<file path="src/rtl/core/fbsp_pkg.sv">
// ----------------------------------------------------------------------------
// fbsp_pkg
// Shared types and constants for the FAT32 boot sector parser: header
// field offsets, check limits, verdict codes and the field bundles that
// pass between the capture logic and the verdict pipeline.
// ----------------------------------------------------------------------------
package fbsp_pkg;

  // Verdict codes, in check order
  typedef enum logic [2:0] {
    ERR_OK           = 3'd0,
    ERR_SECTOR_SIZE  = 3'd1,
    ERR_CLUSTER_SIZE = 3'd2,
    ERR_TABLES       = 3'd3,
    ERR_VERSION      = 3'd4,
    ERR_ROOT_CLUSTER = 3'd5,
    ERR_INFO_SECTOR  = 3'd6
  } err_code_t;

  // Byte offsets of the parameter fields inside the header
  localparam int OFF_BPS   = 11;
  localparam int OFF_SPC   = 13;
  localparam int OFF_RSV   = 14;
  localparam int OFF_TABS  = 16;
  localparam int OFF_ROOTS = 17;
  localparam int OFF_TOT16 = 19;
  localparam int OFF_MEDIA = 21;
  localparam int OFF_SPT16 = 22;
  localparam int OFF_TOT32 = 32;
  localparam int OFF_SPT32 = 36;
  localparam int OFF_VER   = 42;
  localparam int OFF_ROOT  = 44;
  localparam int OFF_INFO  = 48;

  // Header words 2..12 (bytes 8..51) cover every field
  localparam int FIELD_FIRST_WORD = 2;
  localparam int FIELD_WORDS      = 11;
  localparam int FIELD_BASE_BYTE  = FIELD_FIRST_WORD * 4;
  localparam int FIELD_IDX_W      = 4;

  // Positions at which the field words are read back from the header memory
  localparam int READ_FIRST_POS = 50;
  localparam int READ_LAST_POS  = READ_FIRST_POS + FIELD_WORDS - 1;
  localparam int READ_BASE_POS  = READ_FIRST_POS - FIELD_FIRST_WORD;

  // Check limits
  localparam int             SORD_MIN      = 5;
  localparam int             SORD_MAX      = 12;
  localparam int             CORD_MAX      = 7;
  localparam int             SORD_INFO_MIN = 9;
  localparam int             ROOT_SHIFT    = 5;
  localparam logic [15:0]    INFO_NONE     = 16'hffff;

  // Raw header fields as captured
  typedef struct packed {
    logic [15:0] bps;
    logic [7:0]  spc;
    logic [15:0] rsv;
    logic [7:0]  tabs;
    logic [15:0] roots;
    logic [15:0] tot16;
    logic [7:0]  media;
    logic [15:0] spt16;
    logic [31:0] tot32;
    logic [31:0] spt32;
    logic [15:0] ver;
    logic [31:0] root;
    logic [15:0] info;
  } params_t;

  // Decoded fields carried with a verdict
  typedef struct packed {
    err_code_t   err;
    logic [15:0] bps;
    logic [7:0]  spc;
    logic [15:0] rsv;
    logic [7:0]  tabs;
    logic [31:0] spt;
    logic [31:0] tot;
    logic [31:0] root;
    logic [15:0] info;
    logic [7:0]  media;
  } fields_t;

  // Complete result item
  typedef struct packed {
    fields_t     fld;
    logic [31:0] clusters;
  } result_t;

endpackage

</file>
<file path="src/rtl/core/fbsp_hdr_mem.sv">
// ----------------------------------------------------------------------------
// fbsp_hdr_mem
// Header byte store: word-wide synchronous memory with a byte-lane write
// port and a registered word read port.
// ----------------------------------------------------------------------------
module fbsp_hdr_mem #(
  parameter int WORDS = 16,
  parameter int AW    = 4
) (
  input  logic          clk,
  input  logic          wr_en,
  input  logic [AW-1:0] wr_addr,
  input  logic [1:0]    wr_lane,
  input  logic [7:0]    wr_byte,
  input  logic          rd_en,
  input  logic [AW-1:0] rd_addr,
  output logic [31:0]   rd_data
);

  logic [3:0][7:0] mem [WORDS];
  logic [31:0]     rd_data_r;

  // Write one byte lane
  always_ff @(posedge clk) begin
    if (wr_en) begin
      mem[wr_addr][wr_lane] <= wr_byte;
    end
  end

  // Read one word, registered
  always_ff @(posedge clk) begin
    if (rd_en) begin
      rd_data_r <= mem[rd_addr];
    end
  end

  assign rd_data = rd_data_r;

endmodule

</file>
<file path="src/rtl/core/fbsp_verdict.sv">
// ----------------------------------------------------------------------------
// fbsp_verdict
// Verdict pipeline: decode and check the header fields, then form the
// data cluster count in two add stages and hold the result item in the
// output register until it is taken.
// ----------------------------------------------------------------------------
module fbsp_verdict
  import fbsp_pkg::*;
(
  input  logic    clk,
  input  logic    rst_n,
  input  logic    start,
  input  params_t prm,
  output logic    ready,
  output logic    out_valid,
  input  logic    out_stall,
  output result_t res
);

  // Stage A: decoded fields and orders
  logic        a_v_r, a_v_nxt;
  fields_t     a_fld_r;
  logic [15:0] a_roots_r;
  logic [3:0]  a_sord_r;
  logic [2:0]  a_cord_r;

  // Stage B: partial differences
  logic        b_v_r, b_v_nxt;
  fields_t     b_fld_r;
  logic [31:0] b_diff_r;
  logic [31:0] b_sub_r;
  logic [2:0]  b_cord_r;

  // Output stage
  logic        out_v_r, out_v_nxt;
  result_t     res_r;

  logic        out_adv, b_load_ok, a_load_ok;

  // Decode signals
  fields_t     dec;
  logic [3:0]  sord;
  logic [2:0]  cord;
  logic        bps_pow2, spc_pow2;

  // Stage B / output arithmetic
  logic [31:0] spt_x;
  logic [31:0] rterm;
  logic [31:0] clusters;

  // Stage advance conditions
  assign out_adv   = ~out_v_r | ~out_stall;
  assign b_load_ok = ~b_v_r | out_adv;
  assign a_load_ok = ~a_v_r | b_load_ok;
  assign ready     = a_load_ok;

  // Decode header fields and run the checks in order
  always_comb begin
    sord = '0;
    cord = '0;
    for (int i = 0; i < 16; i++) begin
      if (prm.bps[i]) sord = 4'(i);
    end
    for (int i = 0; i < 8; i++) begin
      if (prm.spc[i]) cord = 3'(i);
    end
    bps_pow2 = (prm.bps != '0) && ((prm.bps & (prm.bps - 16'd1)) == '0);
    spc_pow2 = (prm.spc != '0) && ((prm.spc & (prm.spc - 8'd1)) == '0);

    dec.bps   = prm.bps;
    dec.spc   = prm.spc;
    dec.rsv   = prm.rsv;
    dec.tabs  = prm.tabs;
    dec.media = prm.media;
    dec.root  = prm.root;
    dec.tot   = (prm.tot16 != '0) ? {16'd0, prm.tot16} : prm.tot32;
    dec.spt   = (prm.spt32 != '0) ? prm.spt32 : {16'd0, prm.spt16};
    dec.info  = (prm.info == INFO_NONE) ? 16'd0 : prm.info;

    if (!bps_pow2 || sord < 4'(SORD_MIN) || sord > 4'(SORD_MAX)) begin
      dec.err = ERR_SECTOR_SIZE;
    end else if (!spc_pow2 || cord > 3'(CORD_MAX)) begin
      dec.err = ERR_CLUSTER_SIZE;
    end else if (prm.tabs != 8'd1 && prm.tabs != 8'd2) begin
      dec.err = ERR_TABLES;
    end else if (prm.ver != '0) begin
      dec.err = ERR_VERSION;
    end else if (prm.root == '0) begin
      dec.err = ERR_ROOT_CLUSTER;
    end else if (dec.info != '0 && sord < 4'(SORD_INFO_MIN)) begin
      dec.err = ERR_INFO_SECTOR;
    end else begin
      dec.err = ERR_OK;
    end
  end

  // Table sectors times count (count is 1 or 2 when the checks pass) and root dir sectors
  assign spt_x = (a_fld_r.tabs == 8'd2) ? {a_fld_r.spt[30:0], 1'b0} : a_fld_r.spt;
  assign rterm = 32'({a_roots_r, 5'b0} >> a_sord_r);

  // Final difference, scaled down by the cluster order
  assign clusters = (b_fld_r.err == ERR_OK) ? ((b_diff_r - b_sub_r) >> b_cord_r) : 32'd0;

  // Advance valid flags
  always_comb begin
    a_v_nxt   = a_load_ok ? start   : a_v_r;
    b_v_nxt   = b_load_ok ? a_v_r   : b_v_r;
    out_v_nxt = out_adv   ? b_v_r   : out_v_r;
  end

  always_ff @(posedge clk) begin
    if (!rst_n) begin
      a_v_r   <= 1'b0;
      b_v_r   <= 1'b0;
      out_v_r <= 1'b0;
    end else begin
      a_v_r   <= a_v_nxt;
      b_v_r   <= b_v_nxt;
      out_v_r <= out_v_nxt;
    end
  end

  // Load stage payloads
  always_ff @(posedge clk) begin
    if (start && a_load_ok) begin
      a_fld_r   <= dec;
      a_roots_r <= prm.roots;
      a_sord_r  <= sord;
      a_cord_r  <= cord;
    end
    if (a_v_r && b_load_ok) begin
      b_fld_r  <= a_fld_r;
      b_diff_r <= a_fld_r.tot - {16'd0, a_fld_r.rsv};
      b_sub_r  <= spt_x + rterm;
      b_cord_r <= a_cord_r;
    end
    if (b_v_r && out_adv) begin
      res_r.fld      <= b_fld_r;
      res_r.clusters <= clusters;
    end
  end

  assign out_valid = out_v_r;
  assign res       = res_r;

endmodule

</file>
<file path="src/rtl/core/fat32_boot_sector_parser_core.sv">
// ----------------------------------------------------------------------------
// fat32_boot_sector_parser_core
// FAT32 boot sector parameter block parser.
//
// Input channel (in_valid / in_stall): one sector byte per item, in disk
// order; in_first_byte marks byte zero and restarts the byte count. Without
// it the count wraps after SECTOR_BYTES bytes.
// Result channel (out_valid / out_stall): one item per sector, after its
// last byte: verdict code, data cluster count and the decoded fields.
// Throughput: one byte per cycle while in_stall is low. Header bytes go into a word memory; the
// field words are read back one per byte at positions 50..60 into a field
// register file, so the verdict is ready when the last byte arrives.
// After the last byte is accepted, the result item passes through stage A
// (decode), stage B and the output register before it is offered.
// Reset clears the byte count and the pipeline; the header memory is not
// cleared, every field byte is written before it is read.
// A stalled result holds in the output register; the two inner stages keep
// filling behind it, and in_stall rises only when all three are full.
// ----------------------------------------------------------------------------
module fat32_boot_sector_parser_core
  import fbsp_pkg::*;
#(
  parameter int SECTOR_BYTES = 512,
  parameter int HEADER_BYTES = 64
) (
  input  logic        clk,
  input  logic        rst_n,
  input  logic        in_valid,
  output logic        in_stall,
  input  logic [7:0]  in_data_byte,
  input  logic        in_first_byte,
  output logic        out_valid,
  input  logic        out_stall,
  output logic [2:0]  out_error_code,
  output logic [31:0] out_data_clusters,
  output logic [15:0] out_bytes_per_sector,
  output logic [7:0]  out_sectors_per_cluster,
  output logic [15:0] out_reserved_sectors,
  output logic [7:0]  out_table_count,
  output logic [31:0] out_sectors_per_table,
  output logic [31:0] out_volume_sectors,
  output logic [31:0] out_root_cluster,
  output logic [15:0] out_info_sector,
  output logic [7:0]  out_media_descriptor
);

  localparam int POS_W     = $clog2(SECTOR_BYTES);
  localparam int HDR_WORDS = (HEADER_BYTES + 3) / 4;
  localparam int HDR_AW    = $clog2(HDR_WORDS);

  logic [POS_W-1:0]       pos_r, pos_nxt;
  logic [POS_W-1:0]       pos_cur;
  logic                   acc, is_last;
  logic                   wr_en, rd_en;
  logic [31:0]            rd_data;
  logic                   fld_v_r;
  logic [FIELD_IDX_W-1:0] fld_idx_r;
  logic [31:0]            fld_word_r [FIELD_WORDS];
  logic [FIELD_WORDS*32-1:0] hdr_bits;
  params_t                prm;
  logic                   vd_ready;
  result_t                res;

  assign in_stall = ~vd_ready;
  assign acc      = in_valid & ~in_stall;

  // Byte position, restarted by the first-byte mark
  assign pos_cur = in_first_byte ? '0 : pos_r;
  assign is_last = (pos_cur == POS_W'(SECTOR_BYTES - 1));
  assign pos_nxt = acc ? (is_last ? '0 : pos_cur + 1'b1) : pos_r;

  // Header writes and field word read-back
  assign wr_en = acc & ({1'b0, pos_cur} < (POS_W+1)'(HEADER_BYTES));
  assign rd_en = acc & (pos_cur >= POS_W'(READ_FIRST_POS))
                     & (pos_cur <= POS_W'(READ_LAST_POS));

  fbsp_hdr_mem #(
    .WORDS (HDR_WORDS),
    .AW    (HDR_AW)
  ) u_hdr_mem (
    .clk     (clk),
    .wr_en   (wr_en),
    .wr_addr (pos_cur[HDR_AW+1:2]),
    .wr_lane (pos_cur[1:0]),
    .wr_byte (in_data_byte),
    .rd_en   (rd_en),
    .rd_addr (HDR_AW'(pos_cur - POS_W'(READ_BASE_POS))),
    .rd_data (rd_data)
  );

  always_ff @(posedge clk) begin
    if (!rst_n) begin
      pos_r   <= '0;
      fld_v_r <= 1'b0;
    end else begin
      pos_r   <= pos_nxt;
      fld_v_r <= rd_en;
    end
  end

  // Track which field word returns next cycle, then store it
  always_ff @(posedge clk) begin
    if (rd_en) begin
      fld_idx_r <= FIELD_IDX_W'(pos_cur - POS_W'(READ_FIRST_POS));
    end
    if (fld_v_r) begin
      fld_word_r[fld_idx_r] <= rd_data;
    end
  end

  // Flatten field words into header bytes 8..51
  always_comb begin
    for (int i = 0; i < FIELD_WORDS; i++) begin
      hdr_bits[i*32 +: 32] = fld_word_r[i];
    end
  end

  // Slice the raw little-endian fields
  always_comb begin
    prm.bps   = hdr_bits[(OFF_BPS   - FIELD_BASE_BYTE)*8 +: 16];
    prm.spc   = hdr_bits[(OFF_SPC   - FIELD_BASE_BYTE)*8 +: 8];
    prm.rsv   = hdr_bits[(OFF_RSV   - FIELD_BASE_BYTE)*8 +: 16];
    prm.tabs  = hdr_bits[(OFF_TABS  - FIELD_BASE_BYTE)*8 +: 8];
    prm.roots = hdr_bits[(OFF_ROOTS - FIELD_BASE_BYTE)*8 +: 16];
    prm.tot16 = hdr_bits[(OFF_TOT16 - FIELD_BASE_BYTE)*8 +: 16];
    prm.media = hdr_bits[(OFF_MEDIA - FIELD_BASE_BYTE)*8 +: 8];
    prm.spt16 = hdr_bits[(OFF_SPT16 - FIELD_BASE_BYTE)*8 +: 16];
    prm.tot32 = hdr_bits[(OFF_TOT32 - FIELD_BASE_BYTE)*8 +: 32];
    prm.spt32 = hdr_bits[(OFF_SPT32 - FIELD_BASE_BYTE)*8 +: 32];
    prm.ver   = hdr_bits[(OFF_VER   - FIELD_BASE_BYTE)*8 +: 16];
    prm.root  = hdr_bits[(OFF_ROOT  - FIELD_BASE_BYTE)*8 +: 32];
    prm.info  = hdr_bits[(OFF_INFO  - FIELD_BASE_BYTE)*8 +: 16];
  end

  // Verdict pipeline, launched by the last byte of a sector
  fbsp_verdict u_verdict (
    .clk       (clk),
    .rst_n     (rst_n),
    .start     (acc & is_last),
    .prm       (prm),
    .ready     (vd_ready),
    .out_valid (out_valid),
    .out_stall (out_stall),
    .res       (res)
  );

  // Drive result ports
  assign out_error_code          = res.fld.err;
  assign out_data_clusters       = res.clusters;
  assign out_bytes_per_sector    = res.fld.bps;
  assign out_sectors_per_cluster = res.fld.spc;
  assign out_reserved_sectors    = res.fld.rsv;
  assign out_table_count         = res.fld.tabs;
  assign out_sectors_per_table   = res.fld.spt;
  assign out_volume_sectors      = res.fld.tot;
  assign out_root_cluster        = res.fld.root;
  assign out_info_sector         = res.fld.info;
  assign out_media_descriptor    = res.fld.media;

endmodule
</file>
<file path="config.mk">
export PLATFORM = sky130hd
export DESIGN_NAME = fat32_boot_sector_parser_core
export DESIGN_NICKNAME = d
export VERILOG_FILES = /design/src/rtl/core/fbsp_pkg.sv /design/src/rtl/core/fbsp_hdr_mem.sv /design/src/rtl/core/fbsp_verdict.sv /design/src/rtl/core/fat32_boot_sector_parser_core.sv
export SDC_FILE = /design/constraint.sdc
export NUM_CORES = 1
export LEC_CHECK = 0
export BUFFER_PORTS_ARGS = -buffer_cell sky130_fd_sc_hd__buf_4
export CAP_MARGIN = 40
export CORE_AREA = 2 2 431 433
export DETAILED_ROUTE_END_ITERATION = 12
export DIE_AREA = 0 0 433 435
export GPL_ROUTABILITY_DRIVEN = 0
export PLACE_DENSITY = 0.5
export SLEW_MARGIN = 10
export SYNTH_ARGS = -nofsm -noshare
export SYNTH_HDL_FRONTEND = slang
export SYNTH_HIERARCHICAL = 1
export SYNTH_SLANG_ARGS = --single-unit
</file>
<file path="constraint.sdc">
create_clock -name clk -period 24.2 [get_ports clk]
set_input_delay 4.84 -clock clk [delete_from_list [all_inputs] [get_ports clk]]
set_output_delay 4.84 -clock clk [all_outputs]
set_load 0.005 [all_outputs]
</file>
Word level (Yosys, flattened, before mapping)
Memories as Yosys holds them, arrays and structs flattened. A register that Yosys moved wholly into a read port is not among the register bits.
Cells that the tools add are included.
W data, S select, Z words.
{ "op_classes": {"reduce_logical": 24, "bitwise": 15, "n_lt_le_gt_ge": 9, "n_eq_ne": 5, "muxes": 39, "shift": 2, "add_sub_neg": 8} }
{ "ops": {"columns": ["op", "count"], "rows": [
  ["$mux W32", 2],
  ["$reduce_bool A16 Y1", 4],
  ["$mux W16", 3],
  ["$mux W3", 11],
  ["$add A32 B32 Y32", 1],
  ["$logic_not A32 Y1", 1],
  ["$mux W4", 8],
  ["$reduce_bool A32 Y1", 1],
  ["$shr A21 B4 Y32", 1],
  ["$shr A32 B3 Y32", 1],
  ["$sub A32 B16 Y32", 1],
  ["$sub A32 B32 Y32", 1],
  ["$mux W9", 2],
  ["$and A16 B16 Y16", 1],
  ["$demux W8 S2", 1],
  ["$eq A16 B16 Y1 const B", 1],
  ["$logic_not A16 Y1", 1],
  ["$sub A16 B1 Y16 const B", 1],
  ["$mux W2", 6],
  ["$add A9 B1 Y9 const B", 1],
  ["$eq A9 B9 Y1 const B", 1],
  ["$ge A9 B6 Y1 const B", 1],
  ["$le A9 B6 Y1 const B", 1],
  ["$lt A9 B7 Y1 const B", 1],
  ["25 further kinds", 49]
]} }
{ "word_totals": {"ff_bits": 652, "mem_count": 2, "ramBits": 864, "out_inout_bits": 205} }
{ "mem_list": {"columns": ["memory", "words", "word_bits", "read_ports", "rd_ports_with_merged_regs", "wr", "line", "source"], "rows": [
  ["u_hdr_mem.mem", 16, 32, 1, 1, 1, "fbsp_hdr_mem.sv:20", "logic [3:0][7:0] mem [WORDS];"],
  ["fld_word_r", 11, 32, 9, 0, 1, "fat32_boot_sector_parser_core.sv:58", "logic [31:0] fld_word_r [FIELD_WORDS];"]
]} }

Depth between registers and ports, before layout
An unclocked memory read counts as a cell.
{ "logic_depth": {"depth_word": 23, "mapped_depth": 20, "depth_no_buf": 18} }

Modules after synthesis
Netlist, hierarchy kept.
{ "modules_own_cells": {"columns": ["mod", "area_per_inst_um2", "n_inst", "cells_per_inst"], "rows": [
  ["fbsp_verdict", 26539.2, 1, 1819],
  ["fbsp_hdr_mem", 20454.6, 1, 910],
  ["fat32_boot_sector_parser_core", 7898.8, 1, 341]
]} }

Least setup slack after synthesis
OpenSTA, ideal clock, no wires.
{ "synth_path": {"path_kind": "input to register", "startpoint": "in out_stall", "endpoint": "reg u_verdict.res_r (netlist bit u_verdict/res[0]) (enable)", "path_slack_ns": 3.662, "path_stages": 1, "t_arrival_ns": 19.464, "path_buffers": 0, "setup_time_ns": 1.074, "cell_sequence": "a21boi_0"} }
{ "synth_via": {"elab_chain_len": 3} }
{ "synth_lines": {"columns": ["item", "line", "source"], "rows": [
  ["from (decl)", "fat32_boot_sector_parser_core.sv:33", "input logic out_stall,"],
  ["$not A1 Y1", "fbsp_verdict.sv:52", "assign out_adv = ~out_v_r | ~out_stall;"],
  ["$or A1 B1 Y1", "fbsp_verdict.sv:52", null],
  ["$logic_and A1 B1 Y1", "fbsp_verdict.sv:137", "if (b_v_r && out_adv) begin"],
  ["to (decl)", "fbsp_verdict.sv:36", "result_t res_r;"]
]} }
Every way passes these cells.
A chain may end at the register's enable or synchronous reset.

Worst setup path in the final report
{ "layout_path": {"startpoint": "in out_stall", "endpoint": "out in_stall"} }
{ "layout_via": {"elab_chain_len": 5} }
{ "layout_lines": {"columns": ["item", "line", "source"], "rows": [
  ["$not A1 Y1", "fbsp_verdict.sv:52", null],
  ["$or A1 B1 Y1", "fbsp_verdict.sv:52", null],
  ["$or A1 B1 Y1", "fbsp_verdict.sv:53", "assign b_load_ok = ~b_v_r | out_adv;"],
  ["$or A1 B1 Y1", "fbsp_verdict.sv:54", "assign a_load_ok = ~a_v_r | b_load_ok;"],
  ["via vd_ready", "fat32_boot_sector_parser_core.sv:61", "logic vd_ready;"],
  ["$not A1 Y1", "fat32_boot_sector_parser_core.sv:64", "assign in_stall = ~vd_ready;"],
  ["to (decl)", "fat32_boot_sector_parser_core.sv:29", "output logic in_stall,"]
]} }
The timed path passes the listed nets, and every way through them passes these cells.

==> results.md <==
* WL final at 128,000 um
* CP required at 19,360 ps
* Core area at 184,000 um2
* Hold Crit Class: reg2reg
* CTS buffer count at 145
* Antenna violations before repair at 5
* Max cap viols at 0
* Clock H-tree levels at 4
* Top cell type's share of synthesized area at 77.4%
* Final min period at 10,460 ps
* Most used routing layer: met2
* Worst slew pin tran at 882 ps
* FF-to-FF setup slack at 18,660 ps
* Synth area leaders: edfxtp_1 (77%), mux4_2 (5.3%), ha_1 (1.6%)
* Grt met3 use at 2.66%
* Max Buffers Root-to-Sink at 3
* Final Hold Fails at 0
* Buffers on Ports at 217
* Syn_nets at 3,158
* Via Count at 27,525
* Crit start category: primary input
* Hold_buf cts at 0
* GR Overflow Total at 0
* RSZ-0062 raised after global routing: false
* Tot GR Track Use at 13.5%
* Post-synth cell types at 82
* Largest net degree at the start of global routing at 71
* Seq pwr share at 54.3%
* Die Footprint at 188,000 um2
* Most used DFF post-synth: edfxtp_1
* Pleak at 21.1 nW
* Hold Path Cell Cnt at 0
* Area of the mapped netlist at 54,900 um2
* Syn_area_per_cell at 17.9 um2
* Reg2reg path depth at 18
* DRC at 0
* Root Driver: clkbuf_16
* Setup tns final at 0 ps
* Synth warn at 6
* Met2 usage at 23.3%
* Rel. slew slack at 41.0%
* Period utilisation layout at 43.2%
* DR iter-0 viols at 1,964
* Internal power at 3.98 mW
* Peak supply drop at 0.0493 mV
* Dpl hpwl at 85,100 um
* WP data arrival at 5620 ps
* CTS resizes at 0
* #FFs+latches synth at 1,428
* Vias/cell at 4.62
* Post-route ant nets at 0
* Setup ws final at 13,740 ps
* Layout cells sized above 1 at 18.6%
* # setup viols final at 0
* Comb power frac at 1.0%
* Worst setup path class: in2out
* Outcome: finished, final reports clean
* First-pass GRT wire length at 188,000 um
* Clock Power Share at 44.7%
* Post-synth top area cell: edfxtp_1
* Nets at 3,458
* Pwr Density at 76.8 nW/um2
* Vias in the first global route at 28,119
* Worst Setup End Kind: output port
* Register area share after synthesis at 77.9%
* Clk pin slew, worst setup/hold paths at 60 ps
* IO Count at 218
* Drt wl/cell at 21.5 um
* CTS tree: yes
* Worst-path fanout max at 8
* Syn-to-layout area delta at 17.7%
* Sw Pwr at 0.980 mW
* Post-synth EDFFs at 1,415
* Chip Width at 433 um
* Met1 Usage GRT at 17.2%
* Die Y at 435 um
* Initial Util at 29.8%
* Row count at 158
* Switch share at 19.7%
* Fmax at 95.6 MHz
* Setup bufs post-CTS at 0
* Post-Synthesis Cells at 3,070
* Clock Skew at 31.2 ps
* FFs w/ async S/R, synth at 0%
* Pre-antenna DRT Iters at 5
* Max Slew Vio Count at 0
* Clock tree sinks at 1,428
* Clock latency on the worst-skew pair at 790 ps
* Place WS at 13,730 ps
layout make-up:
cell class                      count  area [um2]
Inverter                           91         342
Sequential cell                  1428       42800
Timing Repair Buffer              263        2240
Fill cell                       17268      119000
Tap cell                         2480        3100
Clock buffer                      183        3850
Multi-Input combinational cell   1441       11400
Antenna cell                        2        5.00
Clock inverter                     76         866
sequential cells by signal, indices dropped and copies added (netlist names), 9 cells and up:
register,cells
fld_word_r,232
pos_r,9
u_hdr_mem/mem,512
u_hdr_mem/rd_data,32
u_verdict/a_fld_r,171
u_verdict/a_roots_r,16
u_verdict/b_diff_r,32
u_verdict/b_fld_r,171
u_verdict/b_sub_r,32
u_verdict/res,203
cells in the final DEF (no fill, tap or decap), types with 9 or more instances in the layout:
cell type	count
o21bai_1	10
nor2b_1	40
ha_1	72
edfxtp_1	1415
or3_1	9
clkbuf_1	33
clkbuf_16	148
a31oi_1	15
nor2_1	166
o21ai_0	75
xnor2_1	67
o211ai_1	14
clkinv_2	22
a21o_1	43
nand2b_1	20
and3_1	14
mux2_2	10
nor3_1	31
inv_1	86
bufinv_16	12
and2_1	30
o22ai_1	28
mux2i_1	44
buf_16	10
clkinv_1	23
dfxtp_1	13
buf_4	247
mux4_2	130
xor2_1	23
a211oi_1	21
nor4_1	37
a22oi_1	67
a21oi_1	102
nand3_1	34
nand2_1	186
nand4_1	17
o21a_1	16
cell usage after synthesis, types with 32 or more instances:
| master | number |
|---|---|
| a21o_1 | 43 |
| a21oi_1 | 102 |
| a22oi_1 | 67 |
| and2_1 | 32 |
| clkbuf_1 | 78 |
| edfxtp_1 | 1415 |
| ha_1 | 72 |
| inv_1 | 86 |
| mux2i_1 | 44 |
| mux4_2 | 130 |
| nand2_1 | 186 |
| nand3_1 | 34 |
| nor2_1 | 173 |
| nor2b_1 | 45 |
| nor3_1 | 32 |
| nor4_1 | 40 |
| o21ai_0 | 75 |
| xnor2_1 | 67 |
kinds of logic (layout without fill, tap and decap cells):
| logic type | Yosys count | in the layout | share of synthesized area, % |
|---|---|---|---|
| flops | 1428 | 1428 | 77.9 |
| simple gates | 643 | 643 | 5.71 |
| compound gates | 446 | 446 | 5.32 |
| buf+inv | 201 | 613 | 1.50 |
| mux | 184 | 184 | 6.34 |
| xor+xnor | 90 | 90 | 1.44 |
| fa+ha+maj | 78 | 78 | 1.81 |
| other cells | 0 | 2 | 0 |
worst max-delay path, stage by stage:
cell,delay [ps]
buf_4,130
and3_1,230
nand2_1,210
inv_1,70
buf_4,130
per-stage QoR:
stage	cells	total power, mW	hold WS [ps]	cell area (um2)	utilization (%)
after detailed placement	5702	2.80	405	59900	32.5
after global routing	5962	5.13	399	64600	35.1
after floorplan	3070	2.78	400	54900	-
after CTS	5961	5.03	393	64600	35.1
after global placement	5685	2.80	401	59500	32.3
final	5964	4.96	400	64600	35.1
metal layers:
metal	up-vias	share of wire [%]
met1	14048	43
met2	621	51
met3	173	4.7
li1	12683	-
met5	-	0
met4	0	2.1
power by group through the flow:
stage	logic [mW]	clock network, mW	registers (mW)
final	0.0519	2.22	2.69
after global routing	0.0579	2.38	2.69
after CTS	0.0539	2.28	2.69
after detailed placement	0.0539	0	2.75
after global placement	0.0532	0	2.75
after floorplan	0.0301	0	2.75
final timing paths:
check                    startpoint                endpoint
max                       out_stall                in_stall
min               fld_word_r[2][15]  u_verdict/a_roots_r[7]
max reg2reg  u_verdict/a_fld_r[125]   u_verdict/b_sub_r[29]
min reg2reg       fld_word_r[2][15]  u_verdict/a_roots_r[7]
Note: power is estimated with default switching activity, not from simulation.
